[config.mk]
export PLATFORM = sky130hd
export DESIGN_NAME = distinct_point_interval_match_top
export DESIGN_NICKNAME = d
export VERILOG_FILES = /design/src/hw/rtl/dpim_pkg.sv /design/src/hw/rtl/dpim_datapath.sv /design/src/hw/rtl/dpim_ctrl.sv /design/src/hw/rtl/distinct_point_interval_match_top.sv
export VERILOG_INCLUDE_DIRS = /design/src /design/src/hw/rtl
export SDC_FILE = /design/constraint.sdc
export NUM_CORES = 1
export LEC_CHECK = 0
export ABC_AREA = 1
export CAP_MARGIN = 20
export CORE_MARGIN = 2
export CORE_UTILIZATION = 63
export DETAILED_ROUTE_END_ITERATION = 8
export DONT_BUFFER_PORTS = 1
export GPL_ROUTABILITY_DRIVEN = 0
export GPL_TIMING_DRIVEN = 0
export PLACE_DENSITY = 0.8
export SYNTH_ARGS = -nofsm -noshare
export SYNTH_HDL_FRONTEND = slang
export SYNTH_HIERARCHICAL = 1
export SYNTH_SLANG_ARGS = --single-unit
[constraint.sdc]
create_clock -name clk -period 5.3 [get_ports clk]
set_clock_uncertainty 0.2 [all_clocks]
set_input_delay 1.06 -clock clk [delete_from_list [all_inputs] [get_ports clk]]
set_output_delay 1.06 -clock clk [all_outputs]
set_load 0.03 [all_outputs]
[src/hw/rtl/distinct_point_interval_match_top_assert.svh]
// Assertion macros for the interval match block.
`ifndef DISTINCT_POINT_INTERVAL_MATCH_TOP_ASSERT_SVH
`define DISTINCT_POINT_INTERVAL_MATCH_TOP_ASSERT_SVH

`ifndef ASSERT_OFF

`define DPIM_ASSERT(lbl, prop) \
    lbl: assert property (@(posedge clk) disable iff (!rst_n) (prop)) \
        else $error("dpim: assertion failed");

`define DPIM_ASSERT_IMP(lbl, ante, cons) \
    lbl: assert property (@(posedge clk) disable iff (!rst_n) (ante) |-> (cons)) \
        else $error("dpim: implication failed");

`else

`define DPIM_ASSERT(lbl, prop)

`define DPIM_ASSERT_IMP(lbl, ante, cons)

`endif

`endif

[src/hw/rtl/dpim_pkg.sv]
package dpim_pkg;

    localparam logic [1:0] KIND_VALUE = 2'd0;
    localparam logic [1:0] KIND_RANGE = 2'd1;
    localparam logic [1:0] KIND_EVAL  = 2'd2;

    typedef struct packed {
        logic [1:0]         kind;
        logic signed [15:0] value_minutes;
        logic signed [15:0] range_start;
        logic signed [15:0] range_end;
    } in_item_t;

    typedef struct packed {
        logic matched;
        logic status;
    } out_item_t;

    typedef struct packed {
        logic signed [15:0] lo;
        logic signed [15:0] hi;
    } span_t;

    typedef struct packed {
        logic load_value;
        logic load_range;
        logic init_eval;
        logic scan_start;
        logic scan_step;
        logic scan_range;
        logic commit_range;
        logic commit_value;
        logic clear_all;
    } dp_cmd_t;

    typedef struct packed {
        logic ovf;
        logic ranges_empty;
        logic fewer_values;
        logic scan_end;
        logic pick_found;
        logic best_found;
        logic last_round;
    } dp_stat_t;

endpackage

[src/hw/rtl/dpim_datapath.sv]
`include "distinct_point_interval_match_top_assert.svh"

module dpim_datapath #(
    parameter int MAX_VALUES = 16,
    parameter int MAX_RANGES = 8
) (
    input  logic              clk,
    input  logic              rst_n,
    input  dpim_pkg::in_item_t req,
    input  dpim_pkg::dp_cmd_t  cmd,
    output dpim_pkg::dp_stat_t stat
);

    localparam int VIW = (MAX_VALUES > 1) ? $clog2(MAX_VALUES) : 1;
    localparam int RIW = (MAX_RANGES > 1) ? $clog2(MAX_RANGES) : 1;
    localparam int VCW = $clog2(MAX_VALUES + 1);
    localparam int RCW = $clog2(MAX_RANGES + 1);
    localparam int SCW = (VCW > RCW) ? VCW : RCW;

    logic signed [15:0] vmem [MAX_VALUES];
    dpim_pkg::span_t    rmem [MAX_RANGES];

    logic signed [15:0] vrd_reg;
    dpim_pkg::span_t    rrd_reg;

    logic [VCW-1:0]        vcnt_reg, vcnt_next;
    logic [RCW-1:0]        rcnt_reg, rcnt_next;
    logic                  ovf_reg, ovf_next;
    logic [MAX_RANGES-1:0] done_reg, done_next;
    logic [MAX_VALUES-1:0] used_reg, used_next;
    logic [RCW-1:0]        round_reg, round_next;
    logic [SCW-1:0]        idx_reg, idx_next;
    logic [SCW-1:0]        rd_idx_reg, rd_idx_next;
    logic                  rd_vld_reg, rd_vld_next;
    logic                  pick_found_reg, pick_found_next;
    logic                  best_found_reg, best_found_next;

    logic [RIW-1:0]     pick_idx_reg;
    logic signed [15:0] pick_lo_reg;
    logic signed [15:0] pick_hi_reg;
    logic [VIW-1:0]     best_idx_reg;
    logic signed [15:0] best_val_reg;

    logic           vfull;
    logic           rfull;
    logic [SCW-1:0] limit;
    logic           issue;
    logic           rng_hit;
    logic           val_hit;

    assign vfull = (vcnt_reg == VCW'(MAX_VALUES));
    assign rfull = (rcnt_reg == RCW'(MAX_RANGES));
    assign limit = cmd.scan_range ? SCW'(rcnt_reg) : SCW'(vcnt_reg);
    assign issue = cmd.scan_step && !cmd.scan_start && (idx_reg < limit);

    assign rng_hit = rd_vld_reg && cmd.scan_range
                   && !done_reg[rd_idx_reg[RIW-1:0]]
                   && (!pick_found_reg || (rrd_reg.hi < pick_hi_reg));

    assign val_hit = rd_vld_reg && !cmd.scan_range
                   && !used_reg[rd_idx_reg[VIW-1:0]]
                   && (vrd_reg >= pick_lo_reg) && (vrd_reg < pick_hi_reg)
                   && (!best_found_reg || (vrd_reg < best_val_reg));

    // stores and their read ports
    always_ff @(posedge clk)
    begin
        if (cmd.load_value && !vfull)
        begin
            vmem[vcnt_reg[VIW-1:0]] <= req.value_minutes;
        end
        if (cmd.load_range && !rfull)
        begin
            rmem[rcnt_reg[RIW-1:0]] <= '{lo: req.range_start, hi: req.range_end};
        end
        if (issue && !cmd.scan_range)
        begin
            vrd_reg <= vmem[idx_reg[VIW-1:0]];
        end
        if (issue && cmd.scan_range)
        begin
            rrd_reg <= rmem[idx_reg[RIW-1:0]];
        end
    end

    always_ff @(posedge clk)
    begin
        if (rng_hit)
        begin
            pick_idx_reg <= rd_idx_reg[RIW-1:0];
            pick_lo_reg  <= rrd_reg.lo;
            pick_hi_reg  <= rrd_reg.hi;
        end
        if (val_hit)
        begin
            best_idx_reg <= rd_idx_reg[VIW-1:0];
            best_val_reg <= vrd_reg;
        end
    end

    always_comb
    begin
        vcnt_next       = vcnt_reg;
        rcnt_next       = rcnt_reg;
        ovf_next        = ovf_reg;
        done_next       = done_reg;
        used_next       = used_reg;
        round_next      = round_reg;
        idx_next        = idx_reg;
        rd_idx_next     = rd_idx_reg;
        rd_vld_next     = rd_vld_reg;
        pick_found_next = pick_found_reg;
        best_found_next = best_found_reg;

        if (cmd.load_value)
        begin
            if (vfull)
            begin
                ovf_next = 1'b1;
            end
            else
            begin
                vcnt_next = vcnt_reg + VCW'(1);
            end
        end
        if (cmd.load_range)
        begin
            if (rfull)
            begin
                ovf_next = 1'b1;
            end
            else
            begin
                rcnt_next = rcnt_reg + RCW'(1);
            end
        end
        if (cmd.init_eval)
        begin
            done_next  = '0;
            used_next  = '0;
            round_next = '0;
        end
        if (cmd.scan_start)
        begin
            idx_next        = '0;
            rd_vld_next     = 1'b0;
            pick_found_next = 1'b0;
            best_found_next = 1'b0;
        end
        else if (cmd.scan_step)
        begin
            if (issue)
            begin
                idx_next    = idx_reg + SCW'(1);
                rd_idx_next = idx_reg;
                rd_vld_next = 1'b1;
            end
            else
            begin
                rd_vld_next = 1'b0;
            end
            if (rng_hit)
            begin
                pick_found_next = 1'b1;
            end
            if (val_hit)
            begin
                best_found_next = 1'b1;
            end
        end
        if (cmd.commit_range)
        begin
            done_next[pick_idx_reg] = 1'b1;
        end
        if (cmd.commit_value)
        begin
            used_next[best_idx_reg] = 1'b1;
            round_next = round_reg + RCW'(1);
        end
        if (cmd.clear_all)
        begin
            vcnt_next  = '0;
            rcnt_next  = '0;
            ovf_next   = 1'b0;
            done_next  = '0;
            used_next  = '0;
            round_next = '0;
        end
    end

    always_ff @(posedge clk or negedge rst_n)
    begin
        if (!rst_n)
        begin
            vcnt_reg       <= '0;
            rcnt_reg       <= '0;
            ovf_reg        <= 1'b0;
            done_reg       <= '0;
            used_reg       <= '0;
            round_reg      <= '0;
            idx_reg        <= '0;
            rd_idx_reg     <= '0;
            rd_vld_reg     <= 1'b0;
            pick_found_reg <= 1'b0;
            best_found_reg <= 1'b0;
        end
        else
        begin
            vcnt_reg       <= vcnt_next;
            rcnt_reg       <= rcnt_next;
            ovf_reg        <= ovf_next;
            done_reg       <= done_next;
            used_reg       <= used_next;
            round_reg      <= round_next;
            idx_reg        <= idx_next;
            rd_idx_reg     <= rd_idx_next;
            rd_vld_reg     <= rd_vld_next;
            pick_found_reg <= pick_found_next;
            best_found_reg <= best_found_next;
        end
    end

    always_comb
    begin
        stat.ovf          = ovf_reg;
        stat.ranges_empty = (rcnt_reg == '0);
        stat.fewer_values = (SCW'(vcnt_reg) < SCW'(rcnt_reg));
        stat.scan_end     = (idx_reg == limit) && !rd_vld_reg;
        stat.pick_found   = pick_found_reg;
        stat.best_found   = best_found_reg;
        stat.last_round   = ((round_reg + RCW'(1)) == rcnt_reg);
    end

    `DPIM_ASSERT(a_cnt_bound, (vcnt_reg <= VCW'(MAX_VALUES)) && (rcnt_reg <= RCW'(MAX_RANGES)))
    `DPIM_ASSERT(a_used_round, $countones(used_reg) == int'(round_reg))
    `DPIM_ASSERT(a_done_round, ($countones(done_reg) == int'(round_reg)) || ($countones(done_reg) == int'(round_reg) + 1))

endmodule

[src/hw/rtl/dpim_ctrl.sv]
`include "distinct_point_interval_match_top_assert.svh"

module dpim_ctrl (
    input  logic                clk,
    input  logic                rst_n,
    input  logic                req_valid,
    output logic                req_ready,
    input  logic [1:0]          req_kind,
    output logic                rsp_valid,
    input  logic                rsp_ready,
    output dpim_pkg::out_item_t rsp,
    output dpim_pkg::dp_cmd_t   cmd,
    input  dpim_pkg::dp_stat_t  stat
);

    typedef enum logic [3:0] {
        ST_IDLE   = 4'b0001,
        ST_RSCAN  = 4'b0010,
        ST_VSCAN  = 4'b0100,
        ST_FINISH = 4'b1000
    } state_t;

    state_t              state_reg, state_next;
    logic                match_reg, match_next;
    logic                rsp_valid_reg, rsp_valid_next;
    dpim_pkg::out_item_t rsp_reg, rsp_next;
    logic                accept;

    assign req_ready = (state_reg == ST_IDLE);
    assign accept    = req_valid && req_ready;
    assign rsp_valid = rsp_valid_reg;
    assign rsp       = rsp_reg;

    always_comb
    begin
        state_next     = state_reg;
        match_next     = match_reg;
        rsp_valid_next = rsp_valid_reg;
        rsp_next       = rsp_reg;
        cmd            = '0;
        cmd.scan_step  = (state_reg == ST_RSCAN) || (state_reg == ST_VSCAN);
        cmd.scan_range = (state_reg == ST_RSCAN);

        if (rsp_valid_reg && rsp_ready)
        begin
            rsp_valid_next = 1'b0;
        end

        unique case (state_reg)
            ST_IDLE:
            begin
                if (accept)
                begin
                    unique case (req_kind)
                        dpim_pkg::KIND_VALUE: cmd.load_value = 1'b1;
                        dpim_pkg::KIND_RANGE: cmd.load_range = 1'b1;
                        dpim_pkg::KIND_EVAL:
                        begin
                            if (stat.ovf || stat.ranges_empty || stat.fewer_values)
                            begin
                                match_next = !stat.ovf && stat.ranges_empty;
                                state_next = ST_FINISH;
                            end
                            else
                            begin
                                cmd.init_eval  = 1'b1;
                                cmd.scan_start = 1'b1;
                                state_next     = ST_RSCAN;
                            end
                        end
                        default: ;
                    endcase
                end
            end
            ST_RSCAN:
            begin
                if (stat.scan_end)
                begin
                    cmd.commit_range = 1'b1;
                    cmd.scan_start   = 1'b1;
                    state_next       = ST_VSCAN;
                end
            end
            ST_VSCAN:
            begin
                if (stat.scan_end)
                begin
                    if (!stat.best_found)
                    begin
                        match_next = 1'b0;
                        state_next = ST_FINISH;
                    end
                    else
                    begin
                        cmd.commit_value = 1'b1;
                        if (stat.last_round)
                        begin
                            match_next = 1'b1;
                            state_next = ST_FINISH;
                        end
                        else
                        begin
                            cmd.scan_start = 1'b1;
                            state_next     = ST_RSCAN;
                        end
                    end
                end
            end
            ST_FINISH:
            begin
                if (!rsp_valid_reg || rsp_ready)
                begin
                    rsp_valid_next   = 1'b1;
                    rsp_next.matched = match_reg;
                    rsp_next.status  = stat.ovf;
                    cmd.clear_all    = 1'b1;
                    state_next       = ST_IDLE;
                end
            end
            default: state_next = ST_IDLE;
        endcase
    end

    always_ff @(posedge clk or negedge rst_n)
    begin
        if (!rst_n)
        begin
            state_reg     <= ST_IDLE;
            match_reg     <= 1'b0;
            rsp_valid_reg <= 1'b0;
        end
        else
        begin
            state_reg     <= state_next;
            match_reg     <= match_next;
            rsp_valid_reg <= rsp_valid_next;
        end
    end

    always_ff @(posedge clk)
    begin
        rsp_reg <= rsp_next;
    end

    // an unfinished range always exists while rounds remain
    `DPIM_ASSERT_IMP(a_pick_found, (state_reg == ST_RSCAN) && stat.scan_end, stat.pick_found)

endmodule

[src/hw/rtl/distinct_point_interval_match_top.sv]
// Distinct point to interval matcher.
// Input channel req/req_valid/req_ready carries one item: kind 0 stores
// value_minutes, kind 1 stores the range [range_start, range_end), kind 2
// evaluates; kind 3 is ignored. Output channel rsp/rsp_valid/rsp_ready
// carries one item per evaluate: matched and status (1 = a load was dropped
// because a store was full, which also forces matched to 0).
// Load items give no result.
// An evaluate walks the stores with one shared scan counter: for each of R
// stored ranges it scans the range store for the unfinished range with the
// smallest end, then the value store for the smallest free value inside
// it. An evaluate ends early on the first range left without a value, and
// goes straight to its result when ranges are empty, values are fewer, or
// a load overflowed.
// req_ready is low for the whole walk; both stores clear when it ends.
// The result sits in an output register, so loads are still taken while
// the receiver stalls; a following evaluate finishes its walk and then
// waits for the register to free up.
// Reset empties both stores and clears the overflow flag; no clearing pass.
module distinct_point_interval_match_top #(
    parameter int MAX_VALUES = 16,
    parameter int MAX_RANGES = 8
) (
    input  logic                clk,
    input  logic                rst_n,
    input  logic                req_valid,
    output logic                req_ready,
    input  dpim_pkg::in_item_t  req,
    output logic                rsp_valid,
    input  logic                rsp_ready,
    output dpim_pkg::out_item_t rsp
);

    dpim_pkg::dp_cmd_t  cmd;
    dpim_pkg::dp_stat_t stat;

    dpim_ctrl u_ctrl (
        .clk       (clk),
        .rst_n     (rst_n),
        .req_valid (req_valid),
        .req_ready (req_ready),
        .req_kind  (req.kind),
        .rsp_valid (rsp_valid),
        .rsp_ready (rsp_ready),
        .rsp       (rsp),
        .cmd       (cmd),
        .stat      (stat)
    );

    dpim_datapath #(
        .MAX_VALUES (MAX_VALUES),
        .MAX_RANGES (MAX_RANGES)
    ) u_datapath (
        .clk   (clk),
        .rst_n (rst_n),
        .req   (req),
        .cmd   (cmd),
        .stat  (stat)
    );

endmodule

==> impl_results.md, run 1 <==
- Die ar.: 46030 um2
- Via Count: 18913
- Tmin final: 4.605 ns
- Critical path data arrival time: 4.71 ns
- GR Util All Layers: 0.3112
- Vias in the first global route: 18422
- Cell Rows: 77
- Syn nets: 2374
- CP cell instances: buf_6 -> inv_6 -> buf_8 -> buf_2 -> buf_2 -> ha_1 -> nand2_1 -> nor2_1 -> nand2_1 -> o21ai_2 -> inv_1 -> o21ai_1 -> a2111oi_1 -> nand3_1 -> buf_2 -> nor2_1 -> buf_6
- Initial Utilization: 0.6343
- Cell count along the critical path: 17
- Nets: 2450
- Routed len/inst: 24.15 um
- Clk_lat worst skew: 0.61 ns
- Worst path top cell family by delay: buffers and inverters
- Vert. Die Dim: 214.5 um
- CP bufs+invs: 8
- Outcome: finished, final reports clean
- DR iter-0 viols: 3111
- Area Growth Syn to Fin: 10.80%
- Wire length on met2: 33540 um
- Worst slew pin tran: 1.063 ns
- P_leak: 11.25 nW
- Resized cells post-CTS: 0
- Global route overflow: 0
- CP peak stage delay: 0.59 ns
- CTS tree: done
- # diodes: 0
- Worst r2r path cells: 17
- Final ANT Viol Nets: 0
- Critical Path RT: 5.41 ns
- Post-Route M1 WL: 26280 um
- Pre-antenna DRT Iters: 7
- Clock sink count: 673
- Slowest CP cell: nor2_1
- Fmax: 0.2172 GHz
- Hold Crit Class: in2async
- Initial antenna violation count: 3
- Chip Width: 214.5 um
- Final wirelength: 71630 um
- Max_slew headroom: 0.2913
- CP max FO: 10
- Final hold vios: 0
- First-pass GRT wire length: 106700 um
- Most used cell, CP: buf_2
- Number of port buffers: 0
- Fillers: 2808
- Pwr Total: 14.92 mW
- Max-cap viol count: 0
- Nature of the critical path endpoint: flip-flop
- Max Slew Vio Count: 0
- CTS H-tree lvls: 3
- Max VDD drop: 0.4604 mV
- Core ar.: 44030 um2
- Synthesized cell area: 27930 um2
- CTS Buffer Depth: 3
- Residual DRC: 0
- TritonCTS buffer count: 67
- Crit path kind: reg2reg
- Startpoint Class: flip-flop
- Post-DP HPWL: 44920 um
- Root Buffer: clkbuf_16
- Dpl ws: 0.4790 ns
- Syn Inst Count: 2243
- Setup Viol. Count Final: 0
- Setup WS post-layout: 0.6953 ns
- Fraction of layout cells with a size suffix above 1: 0.08509
- Met3 Routed Length: 8871 um
- Pwr per Cell Area: 482.1 nW/um2
- Clk slew on worst S/H paths: 0.06 ns
- Largest net degree at the start of global routing: 56
- Crit share post-route: 0.8688
- RSZ-0062 raised after global routing: no
- Synthesis Warnings: 6
- Highest metal used: met5
- Syn Area/Cell: 12.45 um2
- I/O pins: 58
- Vias per cell: 6.377
-- routing by layer --
metal,track usage,up-vias
li1,-,8207
met1,0.4202,9043
met2,0.4934,1430
met3,0.06738,231
met4,0.1387,2
met5,0,-
-- area by class of cell --
type	instances	area [um2]	area share
clock inverter	35	267.8	0.008654
tap	592	740.7	0.02394
sequential	673	19930	0.6441
inverter	166	628.1	0.02030
timing repair buffer	7	146.4	0.004731
clock buffer	89	1822	0.05888
multi-input combinational	1297	6834	0.2209
buffer	107	571.8	0.01848
-- power by group --
part           internal (mW)  switching, mW  total [mW]
registers               6.12          0.151        6.27
clock network           2.58           1.94        4.52
logic                   1.17           2.95        4.13
-- cells in the final DEF, fill, tap and decap left out, types with 5 or more instances in the layout --
cell,count
nor2_4,6
nand2_1,261
a21oi_1,73
nand3_1,72
ha_1,77
o22ai_1,62
nor3_1,10
o211ai_1,7
buf_2,36
inv_2,12
edfxtp_1,617
o21ai_1,27
nor2_2,5
clkinv_1,16
a31oi_1,32
dfrtp_1,55
nand4_1,21
o21ai_0,231
clkbuf_16,69
clkbuf_1,59
a221oi_1,7
o221ai_1,16
buf_1,6
a221oi_2,9
clkinv_2,10
nand2_2,5
nor2_1,339
inv_1,153
buf_6,7
buf_4,15
-- metrics by stage --
stage | setup TNS [ns] | hold WS [ns] | instance area [um2] | instances | util
4_1_cts | 0 | 0.08515 | 30930 | 2965 | 0.7025
6_report | 0 | 0.1102 | 30940 | 2966 | 0.7027
3_3_place_gp | -27.18 | 0.2047 | 28670 | 2835 | 0.6511
5_1_grt | 0 | 0.08997 | 30940 | 2966 | 0.7027
3_5_place_dp | 0 | 0.2054 | 28810 | 2840 | 0.6544
2_1_floorplan | 0 | 0.2003 | 27930 | 2243 | -
-- worst paths after layout --
kind                                                    from                                   to  slack [ns]
min in group clk            u_datapath/rrd_reg[23]$_DFFE_PP_  u_datapath/pick_lo_reg[7]$_DFFE_PP_        0.21
hold / removal                                         rst_n      u_ctrl/state_reg[0]$_DFFE_PN1P_        0.11
setup reg to reg           u_datapath/idx_reg[0]$_DFFE_PN0P_     u_datapath/vrd_reg[13]$_DFFE_PP_        0.70
hold reg to reg             u_datapath/rrd_reg[23]$_DFFE_PP_  u_datapath/pick_lo_reg[7]$_DFFE_PP_        0.21
setup / recovery           u_datapath/idx_reg[0]$_DFFE_PN0P_     u_datapath/vrd_reg[13]$_DFFE_PP_        0.70
max in group asynchronous                              rst_n   u_datapath/rcnt_reg[2]$_DFFE_PN0P_        4.53
-- worst register-to-register path, cell delays in order (launching register included) --
cell,delay (ns)
dfrtp_1,0.41
buf_6,0.17
inv_6,0.11
buf_8,0.19
buf_2,0.26
buf_2,0.36
ha_1,0.30
nand2_1,0.07
nor2_1,0.09
nand2_1,0.13
o21ai_2,0.06
inv_1,0.05
o21ai_1,0.13
a2111oi_1,0.44
nand3_1,0.25
buf_2,0.27
nor2_1,0.59
buf_6,0.23
-- repair_timing --
| item | CTS | global route |
|---|---|---|
| endpoints found under the hold margin | 55 | 0 |
| endpoints found under the setup margin | 0 | 0 |
| buffers inserted | 0 | 0 |
| hold buffers | 1 | 0 |
Note: power is estimated with default switching activity, not from simulation.
==> run 2: changes to the inputs <==
Settings changed: REMOVE_ABC_BUFFERS set to 1.
Clock period 5.3 ns to 4.9 ns, I/O delays scaled along.
==> impl_results.md, run 2 (same netlist as run 1, synthesis figures left out) <==
- Nets: 2361
- Max_slew headroom: 0.2630
- Critical Path RT: 4.99 ns
- Die ar.: 46030 um2
- Sum Neg Setup Slack: 0 ns
- Crit path kind: reg2reg
- Largest net degree at the start of global routing: 140
- FF-to-FF Start: u_datapath/idx_reg[0]$_DFFE_PN0P_
- Final hold vios: 0
- GR Util All Layers: 0.2674
- Vias per cell: 6.276
- Slowest CP cell: dfrtp_4
- Worst slew pin tran: 1.101 ns
- Startpoint Class: flip-flop
- I/O pins: 58
- Residual DRC: 0
- Most frequent cells in the layout: edfxtp_1 (617), nor2_1 (339), nand2_1 (261), o21ai_0 (231), inv_1 (153)
- Tmin final: 4.547 ns
- Max Slew Vio Count: 0
- Hold Crit Class: in2async
- Clk_lat worst skew: 0.60 ns
- Reg2reg end: u_datapath/vrd_reg[8]$_DFFE_PP_
- DR iter-0 viols: 2456
- Number of port buffers: 0
- Via Count: 18013
- Fin Hold WS: 0.03802 ns
- Crit share post-route: 0.9280
- CTS Buffer Depth: 3
- RSZ-0062 raised after global routing: no
- Core ar.: 44030 um2
- Chip Width: 214.5 um
- Max VDD drop: 0.3421 mV
- TritonCTS buffer count: 67
- Final ANT Viol Nets: 0
- Vert. Die Dim: 214.5 um
- First-pass GRT wire length: 94740 um
- Max-cap viol count: 0
- CTS tree: done
- Setup Viol. Count Final: 0
- CTS H-tree lvls: 3
- Global route overflow: 0
- Outcome: finished, final reports clean
- Post-DP HPWL: 34770 um
- Setup WS post-layout: 0.3528 ns
- Pwr Total: 15.53 mW
- Routed len/inst: 21.67 um
- CP cell instances: buf_16 -> inv_16 -> buf_16 -> ha_1 -> nand2_1 -> nor2_1 -> nand2_1 -> o21ai_2 -> inv_1 -> o21ai_1 -> a2111oi_1 -> nand3_2 -> buf_4 -> nor2_1 -> buf_4
- Cell Rows: 77
- CP peak stage delay: 0.67 ns
- Critical path data arrival time: 4.64 ns
- Clock sink count: 673
- Area Growth Syn to Fin: 10.04%
- Nature of the critical path endpoint: flip-flop
- Fmax: 0.2199 GHz
- Initial Utilization: 0.6343
- Root Buffer: clkbuf_16
- Internal reg-to-reg setup slack: 0.35 ns
- Vias in the first global route: 18103
- P_leak: 11.06 nW
- Clk slew on worst S/H paths: 0.06 ns
- Worst r2r path cells: 15
- Initial antenna violation count: 0
- # diodes: 0
- Most common cell after layout, fill and taps aside: edfxtp_1
- Final wirelength: 62200 um
- Critical path origin: u_datapath/idx_reg[0]$_DFFE_PN0P_
- Dpl ws: -0.5958 ns
- CP max FO: 122
- Fraction of layout cells with a size suffix above 1: 0.07068
- Pre-antenna DRT Iters: 6
- Pwr per Cell Area: 505.4 nW/um2
==> run 2: changes by cell type in the layout (fill, tap and decap cells not counted), moves of 3 or more <==
cell,previous run,this run
buf_1,6,0
clkinvlp_4,0,3
buf_2,36,0
buf_12,4,9
buf_16,2,9
clkbuf_1,59,16
buf_6,7,0
clkinv_2,10,7
clkinv_1,16,13
buf_4,15,5
==> run 2: area by class of cell <==
cell class | count | area, um2
clock inverter | 32 | 277.8
fill | 2674 | 13300
inverter | 166 | 644.4
timing repair buffer | 24 | 490.5
sequential | 673 | 19940
tap | 592 | 740.7
clock buffer | 85 | 1787
multi-input combinational | 1298 | 6850
==> run 2: how the worst max path moves through the flow <==
stage	end	slack, ns
2_1_floorplan	u_datapath/rrd_reg[0]$_DFFE_PP_	-4.56
3_3_place_gp	u_datapath/rrd_reg[31]$_DFFE_PP_	-9.78
3_5_place_dp	u_datapath/rrd_reg[18]$_DFFE_PP_	-0.60
4_1_cts	u_datapath/vrd_reg[3]$_DFFE_PP_	0.07
5_1_grt	u_datapath/vrd_reg[3]$_DFFE_PP_	0.17
6_report	u_datapath/vrd_reg[8]$_DFFE_PP_	0.35
==> run 2: worst max-delay path: cells and delay by family, from the launching register on <==
kind	cells	cell delay (ns)
compound gates	3	0.74
fa+ha+maj	1	0.30
buf+inv	6	1.49
flops	1	0.67
simple gates	5	0.74
==> run 2: repair_timing <==
item                                    in CTS  in global routing
setup buffers                                4                  1
gates cloned                                 1                  1
gates resized for setup                      3                  1
endpoints found under the setup margin      48                 45
hold endpoints to repair                    55                  0
pin swaps                                    2                  0
hold buffers                                 1                  0
==> run 2: metal layers <==
layer | up-vias | GRT usage | part of all wire
met4 | 0 | 0.1315 | 0.041
met1 | 8762 | 0.3453 | 0.38
met3 | 202 | 0.05206 | 0.091
met2 | 1029 | 0.4395 | 0.48
li1 | 8020 | - | -
met5 | - | 0 | 0
==> run 2: through the flow <==
stage / cells / utilization / instance area, um2
final: 2870 / 0.6979 / 30730
after global routing: 2870 / 0.6979 / 30730
after CTS: 2867 / 0.6962 / 30650
after detailed placement: 2744 / 0.6475 / 28510
after global placement: 2728 / 0.6381 / 28090
after floorplan: 2136 / - / 27350
==> run 2: report_power, final <==
group | switching (mW) | internal (mW) | total [mW] | leakage (nW)
clock | 2.05 | 2.75 | 4.81 | 0.996
sequential | 0.305 | 6.62 | 6.92 | 6.31
combinational | 2.61 | 1.18 | 3.80 | 3.76
